File: src/tkrit_pkg.sv
// Package for the ranked insert table: sizes, entry and command types,
// controller states and the ordering function.
// No dependencies; used by every module of the block.
package tkrit_pkg;

    localparam int DEPTH   = 16;
    localparam int CW      = $clog2(DEPTH + 1);
    localparam int AW      = (DEPTH > 1) ? $clog2(DEPTH) : 1;

    localparam int SCORE_W = 32;
    localparam int STEPS_W = 24;
    localparam int STAMP_W = 32;
    localparam int IDX_W   = 4;
    localparam int RANK_W  = 5;
    localparam int ENTRY_W = SCORE_W + STEPS_W + STAMP_W;

    localparam int IN_FIELDS_W  = ENTRY_W + IDX_W;
    localparam int IN_DATA_W    = ((IN_FIELDS_W + 7) / 8) * 8;
    localparam int OUT_FIELDS_W = 2 * RANK_W + ENTRY_W;
    localparam int OUT_DATA_W   = ((OUT_FIELDS_W + 7) / 8) * 8;

    typedef enum logic {
        OP_INSERT = 1'b0,
        OP_READ   = 1'b1
    } t_op;

    // The score sits in the low bits, so the layout matches the beat packing.
    typedef struct packed {
        logic [STAMP_W-1:0] stamp;
        logic [STEPS_W-1:0] steps;
        logic [SCORE_W-1:0] score;
    } t_entry;

    typedef enum logic [2:0] {
        ST_IDLE,
        ST_SCAN,
        ST_SHIFT,
        ST_PLACE,
        ST_DROP,
        ST_READ,
        ST_RDOUT
    } t_state;

    typedef struct packed {
        logic capture;
        logic scan;
        logic pos_load;
        logic shift;
        logic place;
        logic read;
        logic load_drop;
        logic load_rd;
    } t_dp_cmd;

    typedef struct packed {
        logic scan_done;
        logic drop;
        logic no_move;
        logic shift_done;
    } t_dp_sts;

    // True when a new entry must stand ahead of the stored one.
    function automatic logic goes_before(input logic [SCORE_W-1:0] score,
                                         input logic [STEPS_W-1:0] steps,
                                         input t_entry stored);
        logic res;
        if (score != stored.score) begin
            res = (score > stored.score);
        end else begin
            res = (steps < stored.steps);
        end
        return res;
    endfunction

endpackage

File: src/tkrit_datapath.sv
// Datapath of the ranked insert table: entry memory, scan and shift pointers,
// fill count and the result register. Depends on tkrit_pkg.
module tkrit_datapath import tkrit_pkg::*; (
    input  logic                  i_clk,
    input  logic                  i_rst_n,
    input  t_dp_cmd               i_cmd,
    output t_dp_sts               o_sts,
    input  logic [IN_DATA_W-1:0]  i_s_tdata,
    output logic [OUT_DATA_W-1:0] o_m_tdata,
    output logic                  o_m_tuser
);

    t_entry          r_mem [DEPTH];
    t_entry          r_rd_data;
    t_entry          r_new;
    logic [IDX_W-1:0] r_idx;
    logic [CW-1:0]   r_fill;
    logic [CW-1:0]   r_ptr;
    logic            r_cmp_vld;
    logic [CW-1:0]   r_pos;
    logic            r_mv_vld;
    logic [CW-1:0]   r_mv_dst;

    logic [RANK_W-1:0] r_out_rank;
    logic [RANK_W-1:0] r_out_fill;
    logic              r_out_evld;
    t_entry            r_out_entry;

    logic          w_hit;
    logic [CW-1:0] w_pos;
    logic [CW-1:0] w_top;
    logic [CW-1:0] w_src;
    logic [CW-1:0] w_fill_inc;
    logic [AW-1:0] w_rd_addr;
    logic          w_rd_en;
    logic          w_idx_used;

    // The entry read last cycle belongs to position r_ptr - 1.
    assign w_hit      = r_cmp_vld && goes_before(r_new.score, r_new.steps, r_rd_data);
    assign w_pos      = w_hit ? (r_ptr - CW'(1)) : r_fill;
    assign w_top      = (r_fill == CW'(DEPTH)) ? CW'(DEPTH - 1) : r_fill;
    assign w_src      = r_ptr - CW'(1);
    assign w_fill_inc = (r_fill == CW'(DEPTH)) ? r_fill : (r_fill + CW'(1));
    assign w_idx_used = (int'(r_idx) < int'(r_fill));

    assign o_sts.scan_done  = w_hit || (r_ptr == r_fill);
    assign o_sts.drop       = (w_pos == CW'(DEPTH));
    assign o_sts.no_move    = (w_top == w_pos);
    assign o_sts.shift_done = r_mv_vld && (r_mv_dst == (r_pos + CW'(1)));

    always_comb begin
        w_rd_en = i_cmd.scan || i_cmd.shift || i_cmd.read;
        if (i_cmd.shift) begin
            w_rd_addr = w_src[AW-1:0];
        end else if (i_cmd.read) begin
            w_rd_addr = AW'(r_idx);
        end else begin
            w_rd_addr = r_ptr[AW-1:0];
        end
    end

    // Entry memory: one write port, one registered read port.
    always_ff @(posedge i_clk) begin
        if (i_cmd.shift && r_mv_vld) begin
            r_mem[r_mv_dst[AW-1:0]] <= r_rd_data;
        end else if (i_cmd.place) begin
            r_mem[r_pos[AW-1:0]] <= r_new;
        end
        if (w_rd_en) begin
            r_rd_data <= r_mem[w_rd_addr];
        end
    end

    always_ff @(posedge i_clk) begin
        if (!i_rst_n) begin
            r_fill    <= '0;
            r_ptr     <= '0;
            r_cmp_vld <= 1'b0;
            r_mv_vld  <= 1'b0;
        end else begin
            if (i_cmd.capture) begin
                r_ptr     <= '0;
                r_cmp_vld <= 1'b0;
            end else if (i_cmd.pos_load) begin
                r_ptr    <= w_top;
                r_mv_vld <= 1'b0;
            end else if (i_cmd.scan) begin
                if (r_ptr < r_fill) begin
                    r_ptr <= r_ptr + CW'(1);
                end
                r_cmp_vld <= (r_ptr < r_fill);
            end else if (i_cmd.shift) begin
                if (r_ptr > r_pos) begin
                    r_ptr    <= w_src;
                    r_mv_vld <= 1'b1;
                end else begin
                    r_mv_vld <= 1'b0;
                end
            end
            if (i_cmd.place) begin
                r_fill <= w_fill_inc;
            end
        end
    end

    always_ff @(posedge i_clk) begin
        if (i_cmd.capture) begin
            r_new <= i_s_tdata[ENTRY_W-1:0];
            r_idx <= i_s_tdata[ENTRY_W +: IDX_W];
        end
        if (i_cmd.pos_load) begin
            r_pos <= w_pos;
        end
        if (i_cmd.shift) begin
            r_mv_dst <= r_ptr;
        end
        if (i_cmd.place) begin
            r_out_rank  <= RANK_W'(r_pos + CW'(1));
            r_out_fill  <= RANK_W'(w_fill_inc);
            r_out_evld  <= 1'b0;
            r_out_entry <= '0;
        end else if (i_cmd.load_drop) begin
            r_out_rank  <= '0;
            r_out_fill  <= RANK_W'(r_fill);
            r_out_evld  <= 1'b0;
            r_out_entry <= '0;
        end else if (i_cmd.load_rd) begin
            r_out_rank  <= '0;
            r_out_fill  <= RANK_W'(r_fill);
            r_out_evld  <= w_idx_used;
            r_out_entry <= w_idx_used ? r_rd_data : '0;
        end
    end

    assign o_m_tdata = {{(OUT_DATA_W - OUT_FIELDS_W){1'b0}}, r_out_entry, r_out_fill,
                        r_out_rank};
    assign o_m_tuser = r_out_evld;

endmodule

File: src/tkrit_ctrl.sv
// Controller of the ranked insert table: the state machine that sequences
// scan, shift, place, drop and read, and the result valid flag. Depends on tkrit_pkg.
module tkrit_ctrl import tkrit_pkg::*; (
    input  logic    i_clk,
    input  logic    i_rst_n,
    input  logic    i_s_tvalid,
    output logic    o_s_tready,
    input  logic    i_s_tuser,
    output logic    o_m_tvalid,
    input  logic    i_m_tready,
    input  t_dp_sts i_sts,
    output t_dp_cmd o_cmd
);

    t_state r_state;
    t_state n_state;
    logic   r_out_vld;
    logic   n_out_vld;
    logic   w_out_free;

    assign w_out_free = !r_out_vld || i_m_tready;
    assign o_s_tready = (r_state == ST_IDLE);
    assign o_m_tvalid = r_out_vld;

    always_ff @(posedge i_clk) begin
        if (!i_rst_n) begin
            r_state   <= ST_IDLE;
            r_out_vld <= 1'b0;
        end else begin
            r_state   <= n_state;
            r_out_vld <= n_out_vld;
        end
    end

    always_comb begin
        n_state   = r_state;
        o_cmd     = '0;
        n_out_vld = r_out_vld && !i_m_tready;
        case (r_state)
            ST_IDLE: begin
                if (i_s_tvalid) begin
                    o_cmd.capture = 1'b1;
                    n_state = (t_op'(i_s_tuser) == OP_READ) ? ST_READ : ST_SCAN;
                end
            end
            ST_SCAN: begin
                o_cmd.scan = 1'b1;
                if (i_sts.scan_done) begin
                    o_cmd.pos_load = 1'b1;
                    if (i_sts.drop) begin
                        n_state = ST_DROP;
                    end else if (i_sts.no_move) begin
                        n_state = ST_PLACE;
                    end else begin
                        n_state = ST_SHIFT;
                    end
                end
            end
            ST_SHIFT: begin
                o_cmd.shift = 1'b1;
                if (i_sts.shift_done) begin
                    n_state = ST_PLACE;
                end
            end
            ST_PLACE: begin
                if (w_out_free) begin
                    o_cmd.place = 1'b1;
                    n_out_vld   = 1'b1;
                    n_state     = ST_IDLE;
                end
            end
            ST_DROP: begin
                if (w_out_free) begin
                    o_cmd.load_drop = 1'b1;
                    n_out_vld       = 1'b1;
                    n_state         = ST_IDLE;
                end
            end
            ST_READ: begin
                o_cmd.read = 1'b1;
                n_state    = ST_RDOUT;
            end
            ST_RDOUT: begin
                if (w_out_free) begin
                    o_cmd.load_rd = 1'b1;
                    n_out_vld     = 1'b1;
                    n_state       = ST_IDLE;
                end
            end
            default: begin
                n_state = ST_IDLE;
            end
        endcase
    end

endmodule

File: src/top_k_ranked_insert_table_core.sv
// Top level of the ranked insert table: stream ports, controller and datapath.
// Depends on tkrit_pkg, tkrit_ctrl and tkrit_datapath.
//
//   Channel   Dir   Handshake                  Contents
//   s (in)    in    i_s_tvalid / o_s_tready    operation, score, steps, stamp, index
//   m (out)   out   o_m_tvalid / i_m_tready    rank, fill count, entry valid, entry
//
// An insert scans the stored entries one per cycle from the top (one read of
// the entry memory per cycle), then moves the entries below its place down one
// slot per cycle, then writes itself once the output register is free; an
// entry that would land past the last slot is dropped instead. A read fetches
// the indexed entry from the memory, then loads it into the result.
// Reset is synchronous and active low; of the table it clears only the fill
// count, since positions at or past the fill count read as empty.
// A held result stalls only the final step of the next item.
module top_k_ranked_insert_table_core import tkrit_pkg::*; (
    input  logic                  i_clk,
    input  logic                  i_rst_n,
    input  logic                  i_s_tvalid,
    output logic                  o_s_tready,
    // Bits from 0: new_score[31:0], new_steps[55:32], new_stamp[87:56],
    // read_index[91:88], zero fill.
    input  logic [IN_DATA_W-1:0]  i_s_tdata,
    // Bit 0: operation (0 insert, 1 read).
    input  logic                  i_s_tuser,
    output logic                  o_m_tvalid,
    input  logic                  i_m_tready,
    // Bits from 0: rank[4:0], fill_count[9:5], entry_score[41:10],
    // entry_steps[65:42], entry_stamp[97:66], zero fill.
    output logic [OUT_DATA_W-1:0] o_m_tdata,
    // Bit 0: entry_valid.
    output logic                  o_m_tuser
);

    t_dp_cmd w_cmd;
    t_dp_sts w_sts;

    // The controller only sequences; all table state lives in the datapath.
    tkrit_ctrl u_ctrl (
        .i_clk      (i_clk),
        .i_rst_n    (i_rst_n),
        .i_s_tvalid (i_s_tvalid),
        .o_s_tready (o_s_tready),
        .i_s_tuser  (i_s_tuser),
        .o_m_tvalid (o_m_tvalid),
        .i_m_tready (i_m_tready),
        .i_sts      (w_sts),
        .o_cmd      (w_cmd)
    );

    tkrit_datapath u_datapath (
        .i_clk     (i_clk),
        .i_rst_n   (i_rst_n),
        .i_cmd     (w_cmd),
        .o_sts     (w_sts),
        .i_s_tdata (i_s_tdata),
        .o_m_tdata (o_m_tdata),
        .o_m_tuser (o_m_tuser)
    );

`ifndef SYNTHESIS
    // An inserted entry can never rank below the table's own fill count.
    a_rank_within_fill: assert property (@(posedge i_clk) disable iff (!i_rst_n)
        (o_m_tvalid && (o_m_tdata[RANK_W-1:0] != '0))
            |-> (o_m_tdata[RANK_W-1:0] <= o_m_tdata[2*RANK_W-1:RANK_W]))
        else $error("insert rank exceeds fill count");

    // A beat that carries a stored entry comes from a read and has no rank.
    a_read_has_no_rank: assert property (@(posedge i_clk) disable iff (!i_rst_n)
        (o_m_tvalid && o_m_tuser) |-> (o_m_tdata[RANK_W-1:0] == '0))
        else $error("read result carries a rank");

    // The memory port serves one purpose per cycle.
    a_one_mem_use: assert property (@(posedge i_clk) disable iff (!i_rst_n)
        $onehot0({w_cmd.scan, w_cmd.shift, w_cmd.read, w_cmd.place}))
        else $error("memory port commanded twice in one cycle");
`endif

endmodule

File: config.mk
export PLATFORM = sky130hd
export DESIGN_NAME = top_k_ranked_insert_table_core
export DESIGN_NICKNAME = d
export VERILOG_FILES = /design/src/tkrit_pkg.sv /design/src/tkrit_datapath.sv /design/src/tkrit_ctrl.sv /design/src/top_k_ranked_insert_table_core.sv
export SDC_FILE = /design/constraint.sdc
export NUM_CORES = 2
export LEC_CHECK = 0
export ABC_AREA = 0
export BUFFER_PORTS_ARGS = -buffer_cell sky130_fd_sc_hd__clkbuf_2
export CAP_MARGIN = 20
export CORE_MARGIN = 8
export CORE_UTILIZATION = 55
export DETAILED_ROUTE_END_ITERATION = 8
export GPL_TIMING_DRIVEN = 0
export PLACE_DENSITY = 0.71
export SLEW_MARGIN = 30
export SYNTH_ARGS = -nofsm -noshare
export SYNTH_HDL_FRONTEND = slang
export SYNTH_SLANG_ARGS = --single-unit
File: constraint.sdc
create_clock -name i_clk -period 9.9 [get_ports i_clk]
set_input_delay 0.495 -clock i_clk [delete_from_list [all_inputs] [get_ports i_clk]]
set_output_delay 0.495 -clock i_clk [all_outputs]
set_load 0.01 [all_outputs]
After elaboration in Yosys (flattened, before gate mapping)
Memories as Yosys holds them, arrays and structs flattened. A register that Yosys moved wholly into a read port is not among the register bits.
Index checks and enable logic that the tools add are counted.

operators by class
  $add $sub $neg = 4
  order comparisons = 5
  equal/unequal tests = 18
  mux-type cells = 50
  bitwise gates (word level) = 3
  reduce and logical (&&, ||, !) cells = 23

operator list
  operator                                             count
  2-to-1 mux 88 bit                                    2
  OR reduction 88 bit                                  1
  2-to-1 mux 5 bit                                     14
  greater-than comparator 32 bit                       1
  != test 32 bit                                       1
  less-than comparator 24 bit                          1
  2-to-1 mux 1 bit                                     23
  2-to-1 mux 3 bit                                     6
  adder 5 x 1 -> 5 bit, second input constant          3
  equality test 5 bit                                  3
  case mux 3 bit (5 select lines)                      1
  2-to-1 mux 4 bit                                     3
  equality test 5 bit, second input constant           2
  equality test 3 bit, second input constant           3
  nonzero test 3 bit                                   3
  equality test 3 x 2 -> 1 bit, second input constant  2
  != test 2 x 1 -> 1 bit, second input constant        3
  AND reduction 3 bit                                  2
  greater-than comparator 5 bit                        1
  less-than comparator 4 x 5 -> 1 bit                  1
  less-than comparator 5 bit                           1
  subtractor 5 x 1 -> 5 bit, second input constant     1
  logical AND 1 bit                                    4
  logical OR 1 bit                                     4
  other kinds (12)                                     17

storage, ports and cells
  register bits = 217
  RAM bits = 1408
  input port bits = 101
  logic and storage cells = 122
  memories kept = 1

memory list
  name              words  bits a word  rd ports  clocked after Yosys merged registers in  wr ports  line                  source
  u_datapath.r_mem  16     88           1         1                                        1         tkrit_datapath.sv:13  t_entry r_mem [DEPTH];

Depth between registers and ports, before layout
  word-level depth = 9
  depth in mapped cells = 13

Cells and area by module
A second synthesis with hierarchy kept.

unflattened totals
  cell total of the unflattened synthesis = 3289
  area, all modules = 66618.9 µm²

modules (own cells, without submodules)
  module          times used  cells each  area each (µm²)  sequential area each (µm²)
  tkrit_datapath  1           3245        66243.5          50308.2
  tkrit_ctrl      1           44          375.4            80.1

Worst setup path before layout
OpenSTA, ideal clock, no wires.

  path kind = register to register
  start point = register u_ctrl.r_state[1]
  end point = memory u_datapath.r_mem[7][0] in the netlist's numbering, enable pin
  setup time = 0.642 ns
  data arrival time = 7.899 ns
  data required time = 9.258 ns
  slack = 1.359 ns
  stages on the path, launching flop included = 9
  period minus slack after synthesis = 8.541 ns
  cell sequence = dfxtp_1 clkbuf_1 inv_1 or3_1 nor2_1 clkbuf_1 clkbuf_1 a31oi_1 nor3_1

on the way
  word-level cells in the longest chain between the ends = 7

ends and longest elaborated chain
  what                                                            line                                        source
  start, declared                                                 tkrit_ctrl.sv:15                            t_state r_state;
  start signal, assigned                                          tkrit_ctrl.sv:30                            r_state <= n_state;
  equality test 3 x 2 -> 1 bit                                    tkrit_ctrl.sv:39                            case (r_state)
  2-to-1 mux 1 bit                                                tkrit_ctrl.sv:39
  2-to-1 mux 1 bit or logical AND 1 bit (tied branches)           tkrit_datapath.sv:66, tkrit_datapath.sv:64
  2-to-1 mux 1 bit                                                tkrit_datapath.sv:64                        if (i_cmd.shift && r_mv_vld) begin
  2-to-1 mux 1 bit (implied by the code)                          tkrit_datapath.sv:67                        r_mem[r_pos[AW-1:0]] <= r_new;
  OR reduction 88 bit (no line)                                   n/a
  2-to-1 mux 4 bit (no line) or 2-to-1 mux 1 bit (tied branches)  n/a
  end, declared                                                   tkrit_datapath.sv:13

Parallel ways exist; a longest one is shown, timed or not.

Worst setup path after layout
  start point = register u_ctrl.r_state[1]
  end point = memory u_datapath.r_mem[3][73] in the netlist's numbering, enable pin

Same word-level chain as after synthesis.

==> results.md <==
* RSZ-0062 raised after global routing: false
* Vias at roughly 45000
* Core ar. at 123000 um^2
* Most common cell after layout, fill and taps aside: edfxtp_1
* ANT nets after route at 0
* Path depth of the worst reg2reg path at 14
* Clock tree buffer depth at 3
* TNS Setup at 0 ns
* Netlist Area Pre-Place at 68200 um^2
* Vias in the first global route at 44300
* Flop2flop setup slack at 4.64 ns
* Met2 usage at 0.443
* Crit path required time at between 10 and 15 ns
* Worst slack, placed at between 4 and 5 ns
* Hold crit path type: in -> reg
* Layer with the highest usage: met2
* Largest net degree at the start of global routing at 44
* I/O pin total at roughly 210
* Worst Skew at 0.0303 ns
* Post-synth ARST share at 0
* Worst reg2reg path startpoint: u_ctrl.r_state[1]$_SDFFE_PN0P_
* Initial antenna violation count at 19
* Initial Util at 0.553
* Final worst-path cycle share at 0.531
* Hold Startpoint: i_s_tdata[2]
* Total gr overflow at 0
* DR pass1 iterations at 6
* Synth unique cells at 69
* Fmax at 190 MHz
* Post-route DRC violation count at 0
* Register area at 50400 um^2
* IO buf count at 197
* Ys flop type: edfxtp_1
* Non-filler cells, final at between 7000 and 8000
* Cells after DPL at 6862
* Final setup violation count at 0
* Setup CP Type: reg -> reg
* Slew headroom at 0.288
* Setup bufs post-CTS at 0
* CTS Buf Count at 173
* Post-synthesis sequential area ratio at 0.738
* Arr. time, crit path at 5.74 ns
* Clock tree sinks at 1713
* YS warnings at 0
* Crit Path Max Fanout at 10
* DR WL/cell at 27.2 um
* Syn Area/Cell at 14.0 um^2
* Layout area overhead at 18.2%
* Root Driver: clkbuf_16
* Worst Setup End Kind: flip-flop
* Synthesized flop and latch total at 1713
* Via/cell ratio at 6.25
* Post-synth EDFFs at about 1600
* Startpoint types: flip-flop
* Routability cong. at 0.878
* Max-cap violations at 0
* Clk pin slew, worst setup/hold paths at roughly 0.060 ns
* Hold Path Sink: u_datapath.r_new[2]$_DFFE_PP_
* CTS tree: yes
* Die area at 136000 um^2
* 1st-iter DRT viols at about 5700
* DP HPWL at 136 mm
* Post-route setup slack at 4.64 ns
* Die height at 368 um
* Multi-input gate area at 16400 um^2
* Max Slew Vio Count at 0
* Status: finished clean
* First-pass GRT wire length at 289 mm
* Final count of hold timing violations at 0
* Die Width at 368 um
* Shortest period the worst path allows at 5.26 ns
* NumNets Final at between 5000 and 6000
* Fill cells at 8421
* Num rows at 129
* WHS Path Cells at 1
* Met3 Usage GRT at 0.0652
* Commonest cells after routing, fill and taps aside: edfxtp_1, nand2_1, a211oi_1
* Routed WL at 198 mm
* GR Util met1 at 0.390
* PostCTS Resize Cnt at 0
* H-tree Lvls at 4
* Share of cells above drive strength 1 at 0.134
* Cell count after synthesis at 4861
* FF-to-FF End: u_datapath.r_mem[3][73]$_DFFE_PP_
* Least-Margin Pin Slew at 1.07 ns
* Overall fraction of global-route tracks in use at 0.284
* Clock Latency Late Sink at roughly 0.8 ns
[per-layer routing]
layer,vias to the layer above,routed length [um]
met4,8,7910
li1,19900,-
met3,420,22500
met2,2656,91200
met1,22400,76100
met5,-,46
[flip-flops by register name, summed over array words and instances (netlist names)]
register,count
u_datapath.r_idx,4
u_ctrl.r_state,3
u_datapath.r_pos,5
u_datapath.r_mv_vld,1
u_datapath.r_ptr,5
u_datapath.r_new,88
u_datapath.r_mem,1408
u_datapath.r_out_fill,5
u_datapath.r_mv_dst,5
u_datapath.r_rd_data,88
u_ctrl.o_m_tvalid,1
u_datapath.o_m_tdata,88
u_datapath.o_m_tuser,1
u_datapath.r_cmp_vld,1
u_datapath.r_fill,5
u_datapath.r_out_rank,5
[logic make-up after synthesis]
group | Yosys count | synth area share
fa+ha+maj | 74 | 0.0136
xor+xnor | 15 | 0.00193
mux | 7 | 0.00112
other cells | 1 | 0.0000550
buf+inv | 428 | 0.0250
compound gates | 1231 | 0.127
flops | 1713 | 0.738
simple gates | 1392 | 0.0928
[cells in the mapped netlist, types with 7 or more instances]
| master | number | area (um^2) |
|---|---|---|
| nor3_1 | 14 | 70.1 |
| nor2_1 | 52 | 195 |
| xnor2_1 | 11 | 96.3 |
| nand3_1 | 14 | 70.1 |
| a31oi_1 | 185 | 1160 |
| nand4_1 | 13 | 81.3 |
| a311oi_1 | 176 | 1540 |
| edfxtp_1 | 1608 | 48300 |
| and2_0 | 230 | 1440 |
| nand2_1 | 902 | 3390 |
| ha_1 | 74 | 926 |
| a21oi_1 | 216 | 1080 |
| a211oi_1 | 442 | 3320 |
| a21o_1 | 7 | 52.6 |
| buf_1 | 20 | 75.1 |
| and2_1 | 131 | 820 |
| o21ai_0 | 76 | 380 |
| dfxtp_1 | 105 | 2100 |
| clkbuf_1 | 275 | 1030 |
| inv_1 | 78 | 293 |
| a221oi_1 | 8 | 70.1 |
| buf_2 | 47 | 235 |
| a22o_1 | 87 | 762 |
| nand2b_1 | 9 | 56.3 |
[through the flow]
step                utilization  hold slack, ns  cell area [um^2]
floorplan                     -           0.459             68300
detailed placement        0.601           0.451             74200
global placement          0.577           0.435             71300
CTS                       0.653          0.0216             80600
finish                    0.653          0.0910             80600
global route              0.653          0.0500             80600
[timing repair]
| action | CTS | global route |
|---|---|---|
| hold buffers | 91 | 0 |
| hold endpoints to repair | 91 | 0 |
| setup endpoints to repair | 0 | 0 |
[worst max-delay path, stage by stage (launching register included)]
cell	delay [ns]
dfxtp_1	0.37
clkbuf_1	0.37
inv_1	0.16
or3_1	0.39
nor2_1	0.17
clkbuf_1	0.45
clkbuf_1	0.68
a31oi_1	0.49
nor3_2	0.54
buf_4	0.28
buf_4	0.21
buf_4	0.20
buf_4	0.22
buf_4	0.21
buf_4	0.20
[worst max-delay path by stage]
| stage | from | slack [ns] | endpoint | depth (start not counted) |
|---|---|---|---|---|
| 2_1_floorplan | u_ctrl.r_state[1]$_SDFFE_PN0P_ | 1.36 | u_datapath.r_mem[7][0]$_DFFE_PP_ | 8 |
| 3_3_place_gp | u_ctrl.r_state[1]$_SDFFE_PN0P_ | -4.71 | u_datapath.r_mem[7][72]$_DFFE_PP_ | 8 |
| 3_5_place_dp | u_ctrl.r_state[1]$_SDFFE_PN0P_ | 4.75 | u_datapath.r_mem[3][73]$_DFFE_PP_ | 14 |
| 4_1_cts | u_ctrl.r_state[1]$_SDFFE_PN0P_ | 4.72 | u_datapath.r_mem[3][73]$_DFFE_PP_ | 14 |
| 5_1_grt | u_ctrl.r_state[1]$_SDFFE_PN0P_ | 4.44 | u_datapath.r_mem[3][75]$_DFFE_PP_ | 14 |
| 6_report | u_ctrl.r_state[1]$_SDFFE_PN0P_ | 4.64 | u_datapath.r_mem[3][73]$_DFFE_PP_ | 14 |
[layout make-up]
type,count,area share
Clock inverter,84,0.0104
Antenna cell,4,0.000124
Buffer,350,0.0179
Sequential cell,1713,0.625
Tap cell,1637,0.0254
Inverter,78,0.00363
Multi-Input combinational cell,2725,0.204
Timing Repair Buffer,450,0.0557
Clock buffer,227,0.0585
Power is not shown: default switching activity piles up to over one toggle a cycle in this logic, so the estimate is an artifact.
